### src/hw/rtl/pcs_pkg.sv
// pcs_pkg: shared sizes, action codes, types and the degree encoder
// for the polynomial coefficient store; depends on nothing
package pcs_pkg;

    localparam int MAX_TERMS   = 16;
    localparam int COEFF_WIDTH = 32;
    localparam int IDX_W       = (MAX_TERMS > 1) ? $clog2(MAX_TERMS) : 1;

    // action codes
    localparam logic [2:0] ACT_SET  = 3'd0;
    localparam logic [2:0] ACT_ADD  = 3'd1;
    localparam logic [2:0] ACT_SUB  = 3'd2;
    localparam logic [2:0] ACT_READ = 3'd3;
    localparam logic [2:0] ACT_EVAL = 3'd4;

    typedef logic [COEFF_WIDTH-1:0] coeff_t;
    typedef logic [IDX_W-1:0]       idx_t;

    // per-cell control from the sequencer
    typedef struct packed {
        logic shift_en;
        logic wr_en;
    } cell_ctrl_t;

    // highest set flag, 0 when none is set
    function automatic idx_t degree_of(input logic [MAX_TERMS-1:0] mask);
        idx_t d;
        d = '0;
        for (int i = 0; i < MAX_TERMS; i++)
        begin
            if (mask[i])
            begin
                d = idx_t'(i);
            end
        end
        return d;
    endfunction

endpackage

### src/hw/rtl/polynomial_coeff_store_horner_eval.sv
// polynomial_coeff_store_horner_eval: top level, sequencer, ring of
// coefficient cells and the Horner unit; depends on pcs_pkg, pcs_cell, pcs_horner
//
// Holds one polynomial of up to MAX_TERMS coefficients in a ring of cells.
// A word is taken when start is high and busy is low; busy then stays high
// until the result has been shown. Each word yields one result on
// result_value and poly_degree, valid only in the single cycle where done is
// high; the receiver cannot stall, so it must capture it then. Set, add,
// subtract, read and unused actions go from accept through ST_OP to done. An
// evaluation goes through ST_OP and then ST_EVAL, in which the ring rotates
// once past the single multiply-add unit, one coefficient per cycle from the
// highest term down, and comes back to its starting place. No clearing pass
// is needed after reset.
module polynomial_coeff_store_horner_eval
(
    input  logic               clk,
    input  logic               rst_n,
    input  logic               start,
    output logic               busy,
    input  logic [2:0]         action,
    input  logic [3:0]         term_index,
    input  logic signed [31:0] coeff_value,
    input  logic signed [31:0] eval_point,
    output logic               done,
    output logic signed [31:0] result_value,
    output logic [3:0]         poly_degree
);

    localparam logic [1:0] ST_IDLE = 2'd0;
    localparam logic [1:0] ST_OP   = 2'd1;
    localparam logic [1:0] ST_EVAL = 2'd2;
    localparam logic [1:0] ST_RESP = 2'd3;

    logic [1:0]      state_reg;
    logic [1:0]      state_next;
    logic [2:0]      action_reg;
    logic [3:0]      index_reg;
    pcs_pkg::coeff_t value_reg;
    pcs_pkg::coeff_t point_reg;
    pcs_pkg::coeff_t res_reg;
    pcs_pkg::coeff_t res_next;
    pcs_pkg::idx_t   step_cnt_reg;
    pcs_pkg::idx_t   step_cnt_next;

    logic            accept;
    logic            in_range;
    logic            step_last;
    pcs_pkg::idx_t   sel;
    pcs_pkg::coeff_t cur_coeff;
    pcs_pkg::coeff_t new_coeff;
    logic            wr_req;
    logic            shift_en;
    logic            mac_load;
    logic            mac_step;
    pcs_pkg::coeff_t acc_next;

    pcs_pkg::coeff_t            cell_coeff [pcs_pkg::MAX_TERMS];
    logic [pcs_pkg::MAX_TERMS-1:0] nz_mask;
    logic [pcs_pkg::MAX_TERMS-1:0] coeff_nz;

    assign accept    = start && !busy;
    assign busy      = (state_reg != ST_IDLE);
    assign done      = (state_reg == ST_RESP);
    assign in_range  = (int'(index_reg) < pcs_pkg::MAX_TERMS);
    assign sel       = pcs_pkg::idx_t'(index_reg);
    assign cur_coeff = cell_coeff[sel];
    assign step_last = (step_cnt_reg == pcs_pkg::idx_t'(pcs_pkg::MAX_TERMS - 1));

    // capture the input word
    always_ff @(posedge clk)
    begin
        if (accept)
        begin
            action_reg <= action;
            index_reg  <= term_index;
            value_reg  <= pcs_pkg::COEFF_WIDTH'(coeff_value);
            point_reg  <= pcs_pkg::COEFF_WIDTH'(eval_point);
        end
    end

    // updated coefficient for the write actions
    always_comb
    begin
        case (action_reg)
            pcs_pkg::ACT_ADD: new_coeff = cur_coeff + value_reg;
            pcs_pkg::ACT_SUB: new_coeff = cur_coeff - value_reg;
            default:          new_coeff = value_reg;
        endcase
    end

    // sequencer
    always_comb
    begin
        state_next    = state_reg;
        res_next      = res_reg;
        step_cnt_next = step_cnt_reg;
        wr_req        = 1'b0;
        shift_en      = 1'b0;
        mac_load      = 1'b0;
        mac_step      = 1'b0;
        unique case (state_reg)
            ST_IDLE:
            begin
                if (accept)
                begin
                    state_next = ST_OP;
                end
            end
            ST_OP:
            begin
                state_next = ST_RESP;
                res_next   = '0;
                case (action_reg) inside
                    pcs_pkg::ACT_SET, pcs_pkg::ACT_ADD, pcs_pkg::ACT_SUB:
                    begin
                        if (in_range)
                        begin
                            wr_req   = 1'b1;
                            res_next = new_coeff;
                        end
                    end
                    pcs_pkg::ACT_READ:
                    begin
                        if (in_range)
                        begin
                            res_next = cur_coeff;
                        end
                    end
                    pcs_pkg::ACT_EVAL:
                    begin
                        mac_load      = 1'b1;
                        step_cnt_next = '0;
                        state_next    = ST_EVAL;
                    end
                    default:
                    begin
                        res_next = '0;
                    end
                endcase
            end
            ST_EVAL:
            begin
                shift_en      = 1'b1;
                mac_step      = 1'b1;
                step_cnt_next = step_cnt_reg + 1'b1;
                if (step_last)
                begin
                    res_next   = acc_next;
                    state_next = ST_RESP;
                end
            end
            ST_RESP:
            begin
                state_next = ST_IDLE;
            end
            default:
            begin
                state_next = ST_IDLE;
            end
        endcase
    end

    // control registers
    always_ff @(posedge clk or negedge rst_n)
    begin
        if (!rst_n)
        begin
            state_reg    <= ST_IDLE;
            step_cnt_reg <= '0;
        end
        else
        begin
            state_reg    <= state_next;
            step_cnt_reg <= step_cnt_next;
        end
    end

    // result register
    always_ff @(posedge clk)
    begin
        res_reg <= res_next;
    end

    // ring of cells, each taking from its lower neighbor
    for (genvar g = 0; g < pcs_pkg::MAX_TERMS; g++)
    begin : g_cell
        localparam int PREV = (g + pcs_pkg::MAX_TERMS - 1) % pcs_pkg::MAX_TERMS;
        pcs_pkg::cell_ctrl_t ctrl;

        assign ctrl.shift_en = shift_en;
        assign ctrl.wr_en    = wr_req && (sel == pcs_pkg::idx_t'(g));

        pcs_cell u_cell
        (
            .clk         (clk),
            .rst_n       (rst_n),
            .ctrl        (ctrl),
            .shift_in    (cell_coeff[PREV]),
            .shift_nz_in (nz_mask[PREV]),
            .wr_data     (new_coeff),
            .coeff       (cell_coeff[g]),
            .nonzero     (nz_mask[g])
        );

        assign coeff_nz[g] = (cell_coeff[g] != '0);
    end

    // multiply-add fed from the top cell of the ring
    pcs_horner u_horner
    (
        .clk      (clk),
        .rst_n    (rst_n),
        .load     (mac_load),
        .step     (mac_step),
        .x_in     (point_reg),
        .coeff_in (cell_coeff[pcs_pkg::MAX_TERMS-1]),
        .acc_next (acc_next)
    );

    // result ports
    assign result_value = 32'($signed(res_reg));
    assign poly_degree  = 4'(pcs_pkg::degree_of(nz_mask));

    // checks
    a_accept_busy: assert property (@(posedge clk) disable iff (!rst_n)
        accept |=> busy)
        else $error("busy not raised after accept");

    a_done_single: assert property (@(posedge clk) disable iff (!rst_n)
        done |=> !done && !busy)
        else $error("done held longer than one cycle");

    a_mask_match: assert property (@(posedge clk) disable iff (!rst_n)
        nz_mask == coeff_nz)
        else $error("nonzero flags disagree with stored coefficients");

    a_eval_end: assert property (@(posedge clk) disable iff (!rst_n)
        (state_reg == ST_EVAL) && step_last |=> done)
        else $error("evaluation did not end in a result");

endmodule

### src/hw/rtl/pcs_cell.sv
// pcs_cell: one coefficient and its nonzero flag, a stage of the ring
// depends on pcs_pkg
module pcs_cell
(
    input  logic                clk,
    input  logic                rst_n,
    input  pcs_pkg::cell_ctrl_t ctrl,
    input  pcs_pkg::coeff_t     shift_in,
    input  logic                shift_nz_in,
    input  pcs_pkg::coeff_t     wr_data,
    output pcs_pkg::coeff_t     coeff,
    output logic                nonzero
);

    pcs_pkg::coeff_t coeff_reg;
    pcs_pkg::coeff_t coeff_next;
    logic            nz_reg;
    logic            nz_next;

    // rotate with the neighbor or take a direct write
    always_comb
    begin
        coeff_next = coeff_reg;
        nz_next    = nz_reg;
        if (ctrl.shift_en)
        begin
            coeff_next = shift_in;
            nz_next    = shift_nz_in;
        end
        else if (ctrl.wr_en)
        begin
            coeff_next = wr_data;
            nz_next    = (wr_data != '0);
        end
    end

    // state registers
    always_ff @(posedge clk or negedge rst_n)
    begin
        if (!rst_n)
        begin
            coeff_reg <= '0;
            nz_reg    <= 1'b0;
        end
        else
        begin
            coeff_reg <= coeff_next;
            nz_reg    <= nz_next;
        end
    end

    assign coeff   = coeff_reg;
    assign nonzero = nz_reg;

endmodule

### src/hw/rtl/pcs_horner.sv
// pcs_horner: multiply-add unit that folds one coefficient per step
// depends on pcs_pkg
module pcs_horner
(
    input  logic            clk,
    input  logic            rst_n,
    input  logic            load,
    input  logic            step,
    input  pcs_pkg::coeff_t x_in,
    input  pcs_pkg::coeff_t coeff_in,
    output pcs_pkg::coeff_t acc_next
);

    pcs_pkg::coeff_t acc_reg;
    pcs_pkg::coeff_t x_reg;
    pcs_pkg::coeff_t product;

    // acc * x + c, wrapping at the coefficient width
    assign product  = acc_reg * x_reg;
    assign acc_next = product + coeff_in;

    // accumulator
    always_ff @(posedge clk or negedge rst_n)
    begin
        if (!rst_n)
        begin
            acc_reg <= '0;
        end
        else if (load)
        begin
            acc_reg <= '0;
        end
        else if (step)
        begin
            acc_reg <= acc_next;
        end
    end

    // evaluation point
    always_ff @(posedge clk)
    begin
        if (load)
        begin
            x_reg <= x_in;
        end
    end

endmodule
### config.mk
export PLATFORM = sky130hd
export DESIGN_NAME = polynomial_coeff_store_horner_eval
export DESIGN_NICKNAME = d
export VERILOG_FILES = /design/src/hw/rtl/pcs_pkg.sv /design/src/hw/rtl/polynomial_coeff_store_horner_eval.sv /design/src/hw/rtl/pcs_cell.sv /design/src/hw/rtl/pcs_horner.sv
export SDC_FILE = /design/constraint.sdc
export NUM_CORES = 2
export LEC_CHECK = 0
export ABC_CLOCK_PERIOD_IN_PS = 11600
export BUFFER_PORTS_ARGS = -buffer_cell sky130_fd_sc_hd__buf_2
export CAP_MARGIN = 20
export CORE_UTILIZATION = 50
export CTS_CLUSTER_SIZE = 10
export DETAILED_ROUTE_END_ITERATION = 8
export GPL_TIMING_DRIVEN = 0
export PLACE_DENSITY = 0.66
export REMOVE_ABC_BUFFERS = 1
export SETUP_SLACK_MARGIN = 0.3
export SYNTH_ARGS = -nofsm -noshare
export SYNTH_HDL_FRONTEND = slang
export SYNTH_SLANG_ARGS = --single-unit
### constraint.sdc
create_clock -name clk -period 11.6 [get_ports clk]
set_input_delay 1.74 -clock clk [delete_from_list [all_inputs] [get_ports clk]]
set_output_delay 1.74 -clock clk [all_outputs]
set_load 0.005 [all_outputs]
==> impl_metrics.tcl <==
set metrics [dict create \
    synth_cells 5692 \
    grt_usage_pct 29.10 \
    r2r_cells 26 \
    grt_overflow 0 \
    fin_setup_tns_ns 0 \
    drc 24 \
    status "complete, but fails checks" \
    finalSetupViolations 0 \
    cts_tree "done" \
    slowest_delay_ns 1.05 \
    gp_congestion 0.9088 \
    cp_slowest_cell "edfxtp_1" \
    via_per_inst 5.900 \
    cts.sinks 701 \
    clock-skew-final_ns 0.03072 \
    cp_max_fo 26 \
    setup.worst_path.end_class "flip-flop" \
    violations "DRC" \
    cp_num_cells 26 \
    cts_buffers 84 \
    grt_max_degree 112 \
    num-fill-cells 9206 \
    clkTransAtPathRegs_ns 0.05 \
    synth_area_leaders "dfrtp_1 27%, fa_1 16%, edfxtp_1 7.6%, mux4_2 6.7%, nand2_1 5.6%" \
    drtIter0Drc 4015 \
    drv_cap 0 \
    ys_async_sr_fraction_pct 80.74 \
    first_global_vias 41456 \
    rows 119 \
    worstSkewPairLatency_ns 0.68 \
    crit_buf_inv 6 \
    rsz0062_at_grt "no" \
    cts_setup_buffers 0 \
    post_cts_resized 0 \
    hold_class "flip-flop to flip-flop" \
    utilization_pct 55.76 \
    wl_um 153400 \
    holdPathStages 0 \
    synth_seq_area_share_pct 34.20 \
    slew_violations 0 \
    cts_hold_buffers 0 \
    crit_arrival_ns 8.97 \
    max_freq_mhz 115.7 \
    largest_reg_flops 512 \
    fin_crit_sh_pct 74.53 \
    initial_core_util_pct 50.54 \
    firstDrtPassIters 8 \
    clockBufferDepth 3 \
    start_kind "flip-flop" \
    critPathKind "flip-flop to flip-flop" \
    critPathRequiredTime_ns 11.93 \
    die_area_um2 107900 \
    dieHeight_um 328.4 \
    synthToLayoutAreaGrowth_pct 10.33 \
    final_nets 6256 \
    worstMarginPinSlew_ns 1.170 \
    synth_area_leader_cell "dfrtp_1" \
    ys_ff_latch 701 \
    die_w_um 328.4 \
    antenna_found_initial 6 \
    synthDistinctLibCells 77 \
    core_um2 105400 \
    critPathTopFamily "adder cells" \
    drive_above_1_share_pct 9.435 \
    htreeDepth 3 \
    wire_per_inst_um 21.86 \
    ios 112 \
    synth_ff_type "dfrtp_1" \
    crit_top_cell "fa_1" \
    finalHoldViolations 0 \
    synthesis.area_um2 53270 \
    syn_area_per_cell_um2 9.359 \
    via_count 41417 \
    ant_nets 0 \
    place.port_buffers 111 \
    dpl.hpwl_um 108600 \
    yosysTopAreaCellShare_pct 26.59 \
    finalCriticalPeriod_ns 8.645 \
    cts_root_buffer "clkbuf_16" \
    slew_headroom_pct 21.98 \
    yosys_warnings 0 \
    grt_pass1_wl_um 242800 \
    synth_edf_count 135 \
]
[worst reg2reg max path: cells and delay by family, from the launching register on]
kind | cells | cell delay, ns
flip-flops | 1 | 1.05
XOR/XNOR | 1 | 0.18
buffers and inverters | 6 | 0.32
adder cells (fa/ha/maj) | 9 | 4.30
AND/OR/NAND/NOR | 5 | 0.95
AO/OA/AOI/OAI | 5 | 1.51
[cell usage in the layout (no fill, tap or decap), types with 11 or more instances in the layout]
| cell | n |
|---|---|
| a211oi_1 | 44 |
| a21o_1 | 55 |
| a21oi_1 | 466 |
| a22oi_1 | 53 |
| a31oi_1 | 25 |
| and2_1 | 330 |
| and3_1 | 11 |
| buf_16 | 54 |
| buf_2 | 110 |
| buf_4 | 16 |
| buf_6 | 19 |
| clkbuf_1 | 29 |
| clkbuf_16 | 86 |
| dfrtp_1 | 565 |
| edfxtp_1 | 135 |
| fa_1 | 439 |
| ha_1 | 161 |
| inv_1 | 520 |
| mux2i_1 | 55 |
| mux4_2 | 159 |
| nand2_1 | 785 |
| nand2b_1 | 15 |
| nand3_1 | 19 |
| nor2_1 | 507 |
| nor2b_1 | 11 |
| nor3_1 | 28 |
| o211ai_1 | 26 |
| o21a_1 | 13 |
| o21ai_0 | 543 |
| o31ai_1 | 13 |
| or3_1 | 25 |
| xnor2_1 | 87 |
| xor2_1 | 42 |
[area by class of cell]
type	instances	area, um2	share of cell area, %
Timing Repair Buffer	213	2631	4.477
Multi-Input combinational cell	4060	31720	53.96
Antenna cell	1	2.502	0.004257
Clock inverter	11	153.9	0.2618
Inverter	521	1956	3.327
Clock buffer	122	2357	4.010
Sequential cell	701	18220	31.00
Tap cell	1391	1740	2.961
[cell families (layout without fill, tap and decap cells)]
logic type / count (synthesis) / in the layout / share of synthesized area [%]
xor+xnor: 130 / 130 / 2.151
buf+inv: 931 / 867 / 6.647
compound gates: 1306 / 1306 / 13.78
simple gates: 1803 / 1803 / 15.05
flops: 701 / 701 / 34.20
mux: 220 / 220 / 7.875
other cells: 0 / 1 / 0
fa+ha+maj: 601 / 601 / 20.30
[path summary, 6_finish.rpt]
kind	from	endpoint	slack, ns
max	u_horner.x_reg[6]	result_value[29]	2.96
min	point_reg[26]	u_horner.x_reg[26]	0.42
max reg2reg	u_horner.x_reg[6]	result_value[29]	2.96
min reg2reg	point_reg[26]	u_horner.x_reg[26]	0.42
max in group asynchronous	rst_n	g_cell[0].u_cell.coeff[14]	8.66
min in group asynchronous	rst_n	g_cell[11].u_cell.coeff[28]	0.99
[metal layers]
layer	global-route usage, %	up-vias	routed length (um)
met5	0	-	22
met4	10.14	4	5485
met3	4.824	351	11870
met2	46.38	1576	71750
met1	40.37	20810	64310
li1	-	18676	-
[through the flow]
step / hold slack, ns / instance area (um2) / std cells / setup WS, ns
6_report: 0.4161 / 58780 / 7020 / 2.955
3_3_place_gp: 0.4028 / 53980 / 6784 / -38.72
3_5_place_dp: 0.4045 / 56110 / 6876 / 3.122
2_1_floorplan: 0.4003 / 51690 / 5282 / -16.30
4_1_cts: 0.4171 / 58620 / 7009 / 3.052
5_1_grt: 0.4206 / 58780 / 7019 / 2.720
[cells in the mapped netlist, types with 8 or more instances]
| library cell | instances |
|---|---|
| buf_2 | 8 |
| buf_1 | 30 |
| or3_1 | 25 |
| inv_1 | 521 |
| o21a_1 | 13 |
| nand4_1 | 9 |
| nand2b_1 | 18 |
| a21oi_1 | 467 |
| dfrtp_1 | 566 |
| o211ai_1 | 26 |
| o31ai_1 | 13 |
| fa_1 | 439 |
| xnor2_1 | 87 |
| xor2_1 | 42 |
| clkbuf_1 | 364 |
| o21ai_0 | 544 |
| ha_1 | 162 |
| nor2_1 | 508 |
| nor3_1 | 33 |
| nand3_1 | 22 |
| a31oi_1 | 26 |
| a221o_1 | 8 |
| a211oi_1 | 44 |
| mux4_2 | 159 |
| edfxtp_1 | 135 |
| nor2b_1 | 11 |
| nand2_1 | 794 |
| a22oi_1 | 53 |
| mux2i_1 | 60 |
| a21o_1 | 55 |
| nor4_1 | 9 |
| and2_1 | 331 |
| and3_1 | 11 |
Power is left out: the tool's default activity adds up to more than one toggle a clock period on the data nets, which glitch-free logic cannot reach.
